`config.mk`:
```
export PLATFORM = sky130hd
export DESIGN_NAME = driver_alert_state_machine_core
export DESIGN_NICKNAME = d
export VERILOG_FILES = /design/src/sv/dasm_pkg.sv /design/src/sv/driver_alert_state_machine_core.sv /design/src/sv/dasm_cfg_regs.sv /design/src/sv/dasm_in_stage.sv /design/src/sv/dasm_next.sv
export VERILOG_INCLUDE_DIRS = /design/src /design/src/sv
export SDC_FILE = /design/constraint.sdc
export NUM_CORES = 1
export LEC_CHECK = 0
export ABC_CLOCK_PERIOD_IN_PS = 5600
export CAP_MARGIN = 15
export CORE_AREA = 2 2 163 165
export CTS_CLUSTER_DIAMETER = 40
export CTS_CLUSTER_SIZE = 25
export DETAILED_ROUTE_END_ITERATION = 12
export DIE_AREA = 0 0 165 167
export DONT_BUFFER_PORTS = 1
export PLACE_DENSITY = 0.69
export SYNTH_ARGS = -nofsm -noshare
export SYNTH_HDL_FRONTEND = slang
export SYNTH_SLANG_ARGS = --single-unit
```
`constraint.sdc`:
```
create_clock -name clk -period 5.6 [get_ports clk]
set_clock_uncertainty 0.05 [all_clocks]
set_input_delay 0.56 -clock clk [delete_from_list [all_inputs] [get_ports clk]]
set_output_delay 0.56 -clock clk [all_outputs]
set_load 0.1 [all_outputs]
```
`src/sv/driver_alert_state_machine_core_defines.svh`:
```
// ----------------------------------------------------------------------------
// Driver alert state machine: assertion macros
// Concurrent assertion wrappers on clk, with and without reset masking.
// ----------------------------------------------------------------------------
`ifndef DRIVER_ALERT_STATE_MACHINE_CORE_DEFINES_SVH
`define DRIVER_ALERT_STATE_MACHINE_CORE_DEFINES_SVH

`ifndef ASSERT_OFF
// check on every clock edge outside reset
`define DASM_ASSERT(lbl, prop, msg) \
  lbl: assert property (@(posedge clk) disable iff (!rst_n) prop) else $error(msg);
// check on every clock edge, reset included
`define DASM_ASSERT_ALWAYS(lbl, prop, msg) \
  lbl: assert property (@(posedge clk) prop) else $error(msg);
`else
`define DASM_ASSERT(lbl, prop, msg)
`define DASM_ASSERT_ALWAYS(lbl, prop, msg)
`endif

`endif

```
`src/sv/dasm_pkg.sv`:
```
// ----------------------------------------------------------------------------
// dasm_pkg
// Types, codes and the transition table of the driver alert state machine.
// ----------------------------------------------------------------------------
`default_nettype none

package dasm_pkg;

  localparam int unsigned TIME_W    = 32;
  localparam int unsigned EVENT_W   = 4;
  localparam int unsigned CFG_IDX_W = 4;

  // alert states
  typedef enum logic [2:0] {
    ST_INIT   = 3'd0,
    ST_DETECT = 3'd1,
    ST_LIGHT  = 3'd2,
    ST_STRONG = 3'd3,
    ST_PHONE  = 3'd4,
    ST_FAULT  = 3'd5
  } mode_state_t;

  // event codes; codes above unknown are unlisted
  typedef enum logic [EVENT_W-1:0] {
    EV_CONT     = 4'd0,
    EV_FILLER   = 4'd1,
    EV_ONE_HAND = 4'd2,
    EV_MILD     = 4'd3,
    EV_HARSH    = 4'd4,
    EV_NO_HANDS = 4'd5,
    EV_PHONE    = 4'd6,
    EV_EXPIRED  = 4'd7,
    EV_UNKNOWN  = 4'd8
  } event_code_t;

  // operations
  typedef enum logic {
    OP_EVENT   = 1'b0,
    OP_RESTART = 1'b1
  } operation_t;

  // configuration register indexes
  typedef enum logic [CFG_IDX_W-1:0] {
    CFG_LIGHT_TO  = 4'd0,
    CFG_STRONG_TO = 4'd1,
    CFG_PHONE_TO  = 4'd2,
    CFG_ERROR_TO  = 4'd3
  } cfg_idx_t;

  typedef struct packed {
    logic               operation;
    logic [EVENT_W-1:0] event_code;
    logic [TIME_W-1:0]  now_ms;
  } in_item_t;

  typedef struct packed {
    logic [2:0]        current_state;
    logic [TIME_W-1:0] entered_at_ms;
  } out_item_t;

  // timeout settings, zero disables
  typedef struct packed {
    logic [TIME_W-1:0] light_ms;
    logic [TIME_W-1:0] strong_ms;
    logic [TIME_W-1:0] phone_ms;
    logic [TIME_W-1:0] error_ms;
  } timeout_cfg_t;

  // next state and entry time of one step
  typedef struct packed {
    mode_state_t       state;
    logic [TIME_W-1:0] entry_ms;
  } step_res_t;

  // transition table; pairs not listed keep the state
  function automatic mode_state_t next_state(mode_state_t st, logic [EVENT_W-1:0] ev);
    mode_state_t nxt;
    nxt = st;
    case (ev)
      EV_PHONE:   nxt = ST_PHONE;
      EV_UNKNOWN: nxt = ST_FAULT;
      EV_EXPIRED: begin
        if (st != ST_INIT) begin
          nxt = ST_DETECT;
        end
      end
      EV_CONT: begin
        if (st == ST_INIT || st == ST_FAULT) begin
          nxt = ST_DETECT;
        end
      end
      EV_ONE_HAND, EV_MILD: begin
        if (st == ST_DETECT) begin
          nxt = ST_LIGHT;
        end
      end
      EV_HARSH, EV_NO_HANDS: begin
        if (st == ST_DETECT || st == ST_LIGHT) begin
          nxt = ST_STRONG;
        end
      end
      default: nxt = st;
    endcase
    return nxt;
  endfunction

endpackage

`default_nettype wire

```
`src/sv/driver_alert_state_machine_core.sv`:
```
// ----------------------------------------------------------------------------
// driver_alert_state_machine_core
// Driver alert state machine with configurable timeouts per state.
//
//   port group   dir   handshake            content
//   in_*         in    in_valid / in_stall  operation, event code, time
//   out_*        out   out_valid/out_stall  current state, entry time
//   cfg_*        in    cfg_valid/cfg_ready  register index, timeout value
//
// One item per cycle sustained while out_stall is low; an accepted beat
// moves from the input register into the result register, where it is valid.
// The state and entry time update as an item moves from the input register
// into the result register, so the next item sees them in the following cycle.
// Synchronous active-low reset clears state to init, entry time and timeouts.
// A stalled result holds; the input register keeps taking beats while the
// result register is free or being drained.
// ----------------------------------------------------------------------------
`default_nettype none

`include "driver_alert_state_machine_core_defines.svh"

module driver_alert_state_machine_core import dasm_pkg::*; (
  input  wire logic                 clk,
  input  wire logic                 rst_n,
  input  wire logic                 in_valid,
  output logic                      in_stall,
  input  in_item_t                  in_data,
  output logic                      out_valid,
  input  wire logic                 out_stall,
  output out_item_t                 out_data,
  input  wire logic                 cfg_valid,
  output logic                      cfg_ready,
  input  wire logic [CFG_IDX_W-1:0] cfg_index,
  input  wire logic [TIME_W-1:0]    cfg_data
);

  timeout_cfg_t      timeouts;
  logic              held_valid;
  in_item_t          held_item;
  logic              fire;
  step_res_t         step;
  mode_state_t       state_r;
  logic [TIME_W-1:0] entry_r;
  logic              out_valid_r;
  logic              out_valid_nxt;
  out_item_t         out_data_r;

  dasm_cfg_regs u_cfg (
    .clk       (clk),
    .rst_n     (rst_n),
    .cfg_valid (cfg_valid),
    .cfg_ready (cfg_ready),
    .cfg_index (cfg_index),
    .cfg_data  (cfg_data),
    .timeouts  (timeouts)
  );

  dasm_in_stage u_in (
    .clk        (clk),
    .rst_n      (rst_n),
    .in_valid   (in_valid),
    .in_stall   (in_stall),
    .in_data    (in_data),
    .advance    (fire),
    .held_valid (held_valid),
    .held_item  (held_item)
  );

  dasm_next u_next (
    .state    (state_r),
    .entry_ms (entry_r),
    .item     (held_item),
    .timeouts (timeouts),
    .res      (step)
  );

  // advance when the result register is empty or draining
  assign fire = held_valid && (!out_valid_r || !out_stall);

  // machine state
  always_ff @(posedge clk) begin
    if (!rst_n) begin
      state_r <= ST_INIT;
      entry_r <= '0;
    end else if (fire) begin
      state_r <= step.state;
      entry_r <= step.entry_ms;
    end
  end

  // result register occupancy
  always_comb begin
    out_valid_nxt = out_valid_r;
    if (fire) begin
      out_valid_nxt = 1'b1;
    end else if (!out_stall) begin
      out_valid_nxt = 1'b0;
    end
  end

  always_ff @(posedge clk) begin
    if (!rst_n) begin
      out_valid_r <= 1'b0;
    end else begin
      out_valid_r <= out_valid_nxt;
    end
  end

  // result payload
  always_ff @(posedge clk) begin
    if (fire) begin
      out_data_r.current_state <= step.state;
      out_data_r.entered_at_ms <= step.entry_ms;
    end
  end

  assign out_valid = out_valid_r;
  assign out_data  = out_data_r;

  // a restart lands in init stamped with its own time
  `DASM_ASSERT(a_restart_init, fire && held_item.operation == OP_RESTART |=> state_r == ST_INIT && entry_r == $past(held_item.now_ms), "restart did not reach init")
  // the entry time moves only with a state change or a restart
  `DASM_ASSERT(a_entry_hold, fire && held_item.operation == OP_EVENT && step.state == state_r |=> $stable(entry_r), "entry time moved without a state change")
  // an unknown event always ends in error
  `DASM_ASSERT(a_unknown_err, fire && held_item.operation == OP_EVENT && held_item.event_code == EV_UNKNOWN |=> state_r == ST_FAULT, "unknown event missed error")
  // never overwrite a held result
  `DASM_ASSERT(a_no_overwrite, out_valid_r && out_stall |-> !fire, "result overwritten while stalled")
  // the result register tracks the machine state
  `DASM_ASSERT(a_out_match, out_valid_r && $past(fire) |-> out_data_r.current_state == state_r, "result and state disagree")

endmodule

`default_nettype wire

```
`src/sv/dasm_cfg_regs.sv`:
```
// ----------------------------------------------------------------------------
// dasm_cfg_regs
// Timeout configuration registers, written through the cfg channel.
// ----------------------------------------------------------------------------
`default_nettype none

module dasm_cfg_regs import dasm_pkg::*; (
  input  wire logic                 clk,
  input  wire logic                 rst_n,
  input  wire logic                 cfg_valid,
  output logic                      cfg_ready,
  input  wire logic [CFG_IDX_W-1:0] cfg_index,
  input  wire logic [TIME_W-1:0]    cfg_data,
  output timeout_cfg_t              timeouts
);

  timeout_cfg_t cfg_r;

  // always able to take a write beat
  assign cfg_ready = 1'b1;
  assign timeouts  = cfg_r;

  // decode index and load the register; unused indexes drop
  always_ff @(posedge clk) begin
    if (!rst_n) begin
      cfg_r <= '0;
    end else if (cfg_valid && cfg_ready) begin
      case (cfg_index)
        CFG_LIGHT_TO:  cfg_r.light_ms  <= cfg_data;
        CFG_STRONG_TO: cfg_r.strong_ms <= cfg_data;
        CFG_PHONE_TO:  cfg_r.phone_ms  <= cfg_data;
        CFG_ERROR_TO:  cfg_r.error_ms  <= cfg_data;
        default: ;
      endcase
    end
  end

endmodule

`default_nettype wire

```
`src/sv/dasm_in_stage.sv`:
```
// ----------------------------------------------------------------------------
// dasm_in_stage
// Input register: captures one beat and holds it until the step consumes it.
// ----------------------------------------------------------------------------
`default_nettype none

module dasm_in_stage import dasm_pkg::*; (
  input  wire logic     clk,
  input  wire logic     rst_n,
  input  wire logic     in_valid,
  output logic          in_stall,
  input  in_item_t      in_data,
  input  wire logic     advance,
  output logic          held_valid,
  output in_item_t      held_item
);

  logic     valid_r;
  logic     valid_nxt;
  in_item_t item_r;
  logic     load;

  // stall only while a held beat cannot move on
  assign in_stall   = valid_r && !advance;
  assign load       = in_valid && !in_stall;
  assign held_valid = valid_r;
  assign held_item  = item_r;

  // occupancy of the register
  always_comb begin
    valid_nxt = valid_r;
    if (load) begin
      valid_nxt = 1'b1;
    end else if (advance) begin
      valid_nxt = 1'b0;
    end
  end

  always_ff @(posedge clk) begin
    if (!rst_n) begin
      valid_r <= 1'b0;
    end else begin
      valid_r <= valid_nxt;
    end
  end

  // payload, no reset
  always_ff @(posedge clk) begin
    if (load) begin
      item_r <= in_data;
    end
  end

endmodule

`default_nettype wire

```
`src/sv/dasm_next.sv`:
```
// ----------------------------------------------------------------------------
// dasm_next
// One step of the alert machine: timeout check, event override and lookup.
// ----------------------------------------------------------------------------
`default_nettype none

module dasm_next import dasm_pkg::*; (
  input  mode_state_t             state,
  input  wire logic [TIME_W-1:0]  entry_ms,
  input  in_item_t                item,
  input  timeout_cfg_t            timeouts,
  output step_res_t               res
);

  logic [TIME_W-1:0]  limit;
  logic [TIME_W-1:0]  elapsed;
  logic               expired;
  logic [EVENT_W-1:0] ev;
  mode_state_t        st_nxt;

  // pick the timeout of the current state
  always_comb begin
    case (state)
      ST_LIGHT:  limit = timeouts.light_ms;
      ST_STRONG: limit = timeouts.strong_ms;
      ST_PHONE:  limit = timeouts.phone_ms;
      ST_FAULT:  limit = timeouts.error_ms;
      default:   limit = '0;
    endcase
  end

  // wrapping time in state against the limit
  assign elapsed = item.now_ms - entry_ms;
  assign expired = (limit != '0) && (elapsed >= limit);

  // timeout overrides all but phone and unknown
  always_comb begin
    ev = item.event_code;
    if (expired && item.event_code != EV_PHONE && item.event_code != EV_UNKNOWN) begin
      ev = EV_EXPIRED;
    end
  end

  // next state
  always_comb begin
    if (item.operation == OP_RESTART) begin
      st_nxt = ST_INIT;
    end else begin
      st_nxt = next_state(state, ev);
    end
  end

  // outputs: state and entry time, reloaded on a change or a restart
  always_comb begin
    res.state    = st_nxt;
    res.entry_ms = entry_ms;
    if (item.operation == OP_RESTART || st_nxt != state) begin
      res.entry_ms = item.now_ms;
    end
  end

endmodule

`default_nettype wire

```
==> metrics.cfg, run 1 <==
[sta]
finalHoldViolations=0
slew_violations=0
finalCritPeriodShare=0.9739
slew-limit-headroom=0.2762
timing.fmax_mhz=183.3
setup_violations=0
hold_ws_ns=0.08819
tightest_slew_ns=1.083
period_minus_slack_ns=5.454
layout_setup_ws_ns=0.1459

[layout]
post_route_cells_drive_above_1_share=0.1205
fillCellCount=2213
antenna_cells=0
final_nets=1517
fin_util=0.5690
syn_to_final_growth_pct=14.87
fin_cells=1738

[placement]
port-buffer-count=0
place_congestion=0.8797
place_hpwl_um=22150
dpl.cell_count=1658
pre_cts_ws_ns=-0.08278

[power]
ir_worst_vdd_mv=0.2647
fin_total_pwr_mw=4.943
power_leakage_nw=5.056
powerDensity_nw_per_um2=337.2

[worst_setup_path]
crit_top_cell=ha_1
path_depth=21
crit_chain=ha_1, nor2b_1, o31a_1, o41a_1, a41o_1, nand3_2, a31oi_1, nand2b_1, a21oi_2, xnor2_1, ha_1, a21oi_1, o21ai_0, a221o_1, a211o_1, o32ai_4, and2_4, o2111a_2, nand3_4, clkbuf_16, mux2_4
crit_path_end_kind=register
critPathSlowestCell=edfxtp_1
arrival_ns=5.66
slowest_delay_ns=0.44
critPathBufInv=1
crit_type=reg2reg
cp_data_required_time_ns=5.81
cp_top_family=compound AO/OA/AOI/OAI gates
cp-start-kind=register
reg2reg_to=out_data[9]
worstPathMaxFanout=7
ff2ff_path_depth=21
rrSetupSlack_ns=0.15
r2r_start=u_in.held_item[1]

[floorplanning]
dieWidth_um=165
ioPinCount=116
coreArea_um2=25760
rows=59
die_area_um2=27560
initial_core_util=0.4954
dieHeight_um=167

[logic_synthesis]
ys_warn_count=0
synth_top_area_frac=0.2588
synth_area_leader_cell=dfxtp_1
ys_seq_area_frac=0.4282
synth.cells.most_frequent=354 x nand2_1, 165 x dfxtp_1, 131 x a21boi_0
synth-edff-count=72
syn_nets=1516
synth-main-ff-cell=dfxtp_1
synth_cell_types=61
avgSynthCellArea_um2=9.288
synthArstFlopShare=0
yosysMostFrequentCell=nand2_1
syn_area_um2=12760
netlist_instances=1374
ys_ff_latch=237
synth.area.top_cells=dfxtp_1 26%, edfxtp_1 17%, nand2_1 10%, a21boi_0 7.7%, mux2i_1 7.4%

[clocking]
numCtsBuffers=37
clk_pin_slew_ns=0.06
cts_root_buffer=clkbuf_16
ctsHoldBuffers=0
clockBufferDepth=3
insertion_delay_ns=0.51
cts_tree=done
htreeDepth=2
clock-sinks=237

[drt]
avgViaCountPerCell=5.687
drt-total-wl_um=33070
vias=9884
firstDrtPassIters=5
drc=0
drt-initial-drc-count=786
wire_per_inst_um=19.03
ant_nets=0

[grt]
antenna_found_initial=0
overflow=0
grt_pass1_wl_um=50470
grt_usage=0.2321
grt_max_degree=198
grt_pass1_vias=9375

[min_path]
holdPathEnd=u_in.held_item[3]
hold_start=in_data[3]
hold_path_class=in2reg
min_delay_path_depth=0

[status]
status=finished clean

[run]
cap_violations=0

-- kinds of logic after synthesis --
family          share of synthesized area
mux                                0.1152
simple gates                       0.1655
other cells                     0.0002938
flops                              0.4282
buf+inv                           0.03922
fa+ha+maj                         0.06333
xor+xnor                          0.02127
compound gates                     0.1670
-- cells in the final DEF (no fill, tap or decap), types with 4 or more instances in the layout --
master      count
nand2_1       354
dfxtp_1       164
a21boi_0      130
mux2i_1        94
edfxtp_1       72
ha_1           62
nor2_1         44
clkbuf_16      42
inv_1          41
a21oi_1        41
buf_4          32
mux2_4         30
o22a_1         25
xnor2_1        24
a21o_1         20
o21ai_0        19
nand3_1        17
nor4_1         16
nor3_1         10
o21a_1          9
nand2b_1        8
nor2b_1         7
nand4_1         7
mux2_2          7
xor2_1          7
a21oi_2         6
and3_1          5
and2_1          5
a31oi_1         5
bufinv_16       5
inv_6           5
clkinvlp_4      5
clkinv_2        4
buf_12          4
-- final cells by class --
| class | instances | area, um2 | area share |
|---|---|---|---|
| Clock buffer | 43 | 1011 | 0.06896 |
| Clock inverter | 24 | 310.3 | 0.02117 |
| Inverter | 41 | 153.9 | 0.01050 |
| Multi-Input combinational cell | 1018 | 6890 | 0.4700 |
| Sequential cell | 237 | 5469 | 0.3730 |
| Tap cell | 335 | 419.2 | 0.02859 |
| Timing Repair Buffer | 40 | 406.6 | 0.02774 |
-- worst max-delay path by stage --
stage,startpoint,to,slack [ns]
2_1_floorplan,u_in.held_item[0],out_data[0],0.30
3_3_place_gp,u_in.held_item[0],out_data[0],0.08
3_5_place_dp,u_in.held_item[0],out_data[29],-0.08
4_1_cts,u_in.held_item[0],out_data[6],0.006
5_1_grt,u_in.held_item[0],out_data[9],-0.05
6_report,u_in.held_item[1],out_data[9],0.15
-- metrics by stage --
step	setup TNS (ns)	area (um2)
6_report	0	14660
5_1_grt	-0.7227	14660
4_1_cts	0	14440
3_5_place_dp	-2.064	13100
3_3_place_gp	0	13100
2_1_floorplan	0	12760
-- state kept, by name, indices dropped and copies added (netlist names) --
name             cells
u_cfg.timeouts     128
out_data            35
entry_r             32
u_in.held_item      37
out_valid            1
state_r              3
u_in.held_valid      1
-- worst reg2reg max path, stage by stage (launching register included) --
cell and delay, ns:
edfxtp_1 0.44, ha_1 0.32, nor2b_1 0.14, o31a_1 0.27, o41a_1 0.37, a41o_1 0.30, nand3_2 0.11, a31oi_1 0.10
nand2b_1 0.18, a21oi_2 0.18, xnor2_1 0.15, ha_1 0.29, a21oi_1 0.14, o21ai_0 0.10, a221o_1 0.34, a211o_1 0.31
o32ai_4 0.21, and2_4 0.21, o2111a_2 0.25, nand3_4 0.19, clkbuf_16 0.24, mux2_4 0.29
-- metal layers --
metal / vias up / wire length, um / global-route usage / share of wire
li1: 4825 / - / - / -
met1: 4704 / 14370 / 0.3081 / 0.43
met2: 279 / 15360 / 0.3721 / 0.46
met3: 76 / 2273 / 0.04956 / 0.069
met4: 0 / 1058 / 0.08431 / 0.032
met5: - / 0 / 0 / 0
-- repair_timing --
item | CTS | global route
resized for setup | 2 | 18
gates cloned | 0 | 4
pin swaps | 1 | 17
buffers inserted | 1 | 8
setup endpoints to repair | 61 | 64
-- power breakdown --
part           internal [mW]  switching [mW]  leakage [nW]  total [mW]
combinational          0.264           0.280          2.39       0.544
sequential              1.83           0.154          2.03        1.99
clock                   1.55           0.860         0.636        2.41
total                   3.65            1.29          5.06        4.94
No activity file was read; power rests on OpenSTA's default activity.
==> run 2: changes to the inputs <==
CORE_AREA = 2 2 171 173   (was 2 2 163 165)
DIE_AREA = 0 0 173 175   (was 0 0 165 167)
PLACE_DENSITY = 0.63   (was 0.69)
SYNTH_HIERARCHICAL = 1   (was not set)
==> metrics.cfg, run 2 <==
[worst_setup_path]
cp_top_family=compound AO/OA/AOI/OAI gates
cp_data_required_time_ns=5.90
crit_path_end_kind=register
r2r_start=u_in/held_item[0]
crit_type=reg2reg
reg2reg_to=entry_r[0]
ff2ff_path_depth=27
worstPathMaxFanout=7
critPathSlowestCell=edfxtp_1
rrSetupSlack_ns=-0.07
arrival_ns=5.97
slowest_delay_ns=0.38
critPathBufInv=6
cp-start-kind=register

[status]
violations=negative setup slack
status=finished with violations

[drt]
wire_per_inst_um=18.72
drc=0
firstDrtPassIters=7
drt-total-wl_um=31520
drt-initial-drc-count=624
vias=9155
ant_nets=0
avgViaCountPerCell=5.436

[clocking]
insertion_delay_ns=0.52
clock-sinks=237
ctsHoldBuffers=0
cts_tree=done
htreeDepth=2
clockBufferDepth=3
clk_pin_slew_ns=0.05
cts_root_buffer=clkbuf_16
numCtsBuffers=38

[min_path]
min_delay_path_depth=0
holdPathEnd=u_in/held_item[0]
hold_start=in_data[0]
hold_path_class=in2reg

[logic_synthesis]
syn_area_um2=12650
synth-main-ff-cell=dfxtp_1
synth_top_area_frac=0.2612
ys_seq_area_frac=0.4321
synthArstFlopShare=0
synth-edff-count=72
synth_area_leader_cell=dfxtp_1
avgSynthCellArea_um2=10.04
synth.area.top_cells=dfxtp_1 26%, mux2i_1 18%, edfxtp_1 17%, nand2_1 7.7%, ha_1 6.2%
ys_ff_latch=237
syn_nets=1402
synth.cells.most_frequent=258 x nand2_1, 226 x mux2i_1, 165 x dfxtp_1
ys_warn_count=6
netlist_instances=1260
synth_cell_types=69
yosysMostFrequentCell=nand2_1

[floorplanning]
die_area_um2=30280
rows=62
dieHeight_um=175
ioPinCount=116
initial_core_util=0.4454
dieWidth_um=173
coreArea_um2=28390

[layout]
mostFrequentLayoutCell=nand2_1
syn_to_final_growth_pct=15.97
mostFrequentLayoutCells=248 x nand2_1, 225 x mux2i_1, 164 x dfxtp_1, 72 x edfxtp_1, 62 x ha_1
largest_reg_flops=128
post_route_cells_drive_above_1_share=0.1424
final_nets=1412
finish.instance_area_um2=14670
fin_util=0.5166

[grt]
grt_max_degree=233
overflow=0
grt_pass1_vias=9104
grt_pass1_wl_um=48820
grt_usage=0.2002
antenna_found_initial=3

[sta]
finalCritPeriodShare=1.013
setup_violations=41
tightest_slew_ns=1.061
layout_setup_ws_ns=-0.07198
finalHoldViolations=0
period_minus_slack_ns=5.672
slew_violations=0
slew-limit-headroom=0.2920
rsz0062_at_grt=yes
timing.fmax_mhz=176.3
hold_ws_ns=0.09260

[power]
powerDensity_nw_per_um2=346.7
ir_worst_vdd_mv=0.2676
power_leakage_nw=5.570

[run]
cap_violations=0

[placement]
port-buffer-count=0
place_hpwl_um=20880
pre_cts_ws_ns=-0.3459
postPlaceCellArea_um2=12990
place_congestion=0.8534

==> run 2: cell count changes after synthesis, sizes merged, moves of 6 or more <==
cell,previous run,this run
a21boi,131,1
nand2,354,258
a31oi,7,1
mux2i,94,226
a211oi,3,13
nor4,17,23
a21o,20,11
clkbuf,61,30
buf,17,40
nand3,21,10
==> run 2: cells by family (layout without fill, tap and decap cells) <==
| group | after synthesis | in the layout | share of synthesized area |
|---|---|---|---|
| other | 1 | 2 | 0.0002965 |
| flip-flops | 237 | 237 | 0.4321 |
| buffers and inverters | 113 | 152 | 0.04610 |
| XOR/XNOR | 33 | 33 | 0.02285 |
| multiplexers | 263 | 263 | 0.2118 |
| adder cells (fa/ha/maj) | 64 | 64 | 0.06391 |
| AO/OA/AOI/OAI | 162 | 162 | 0.08914 |
| AND/OR/NAND/NOR | 387 | 387 | 0.1338 |
==> run 2: worst reg2reg max path: cells and delay by family, from the launching register on <==
| kind | cells | cell delay [ns] |
|---|---|---|
| compound gates | 12 | 2.46 |
| buf+inv | 6 | 0.71 |
| fa+ha+maj | 3 | 0.83 |
| simple gates | 2 | 0.23 |
| mux | 3 | 0.77 |
| xor+xnor | 1 | 0.07 |
| flops | 1 | 0.38 |
==> run 2: how the worst max path moves through the flow <==
stage,depth (start not counted),slack [ns],from,endpoint
finish,27,-0.07,u_in/held_item[0],entry_r[0]
global route,27,-0.29,u_in/held_item[0],entry_r[30]
CTS,25,0.005,u_in/held_item[1],entry_r[3]
detailed placement,26,-0.35,u_in/held_item[0],entry_r[23]
global placement,26,-0.16,u_in/held_item[0],entry_r[31]
floorplan,24,0.01,u_in/held_item[0],out_data[1]
==> run 2: stage by stage <==
| step | cells | TNS (ns) | total power, mW |
|---|---|---|---|
| finish | 1684 | -0.9166 | 5.085 |
| global route | 1683 | -14.91 | 5.290 |
| CTS | 1675 | 0 | 5.070 |
| detailed placement | 1602 | -19.09 | 2.696 |
| global placement | 1602 | -8.849 | 2.681 |
| floorplan | 1260 | 0 | 2.566 |
==> run 2: final cells by class <==
| cell class | instances | area (um2) |
|---|---|---|
| clock inverters | 27 | 269.0 |
| inverters | 43 | 161.4 |
| flip-flops and latches | 237 | 5469 |
| well taps | 384 | 480.5 |
| diodes | 1 | 2.502 |
| multi-input cells | 910 | 6858 |
| clock buffers | 42 | 1007 |
| fillers | 2585 | 13730 |
| repair buffers | 40 | 419.2 |
==> run 2: per-layer routing <==
metal / global-route usage / vias to the layer above / wire length [um]
met5: 0 / - / 24
met1: 0.2623 / 4414 / 14530
li1: - / 4500 / -
met3: 0.05091 / 45 / 1748
met2: 0.3265 / 192 / 14560
met4: 0.05932 / 4 / 658
==> run 2: timing repair <==
item	CTS	global route
endpoints found under the setup margin	65	65
gates resized for setup	15	59
gates cloned	1	1
endpoints found under the hold margin	0	0
pin swaps	11	8
setup buffers	3	6
==> run 2: where the power goes <==
group	internal [mW]	switching [mW]
logic	0.331	0.371
registers	1.85	0.201
clock network	1.46	0.874
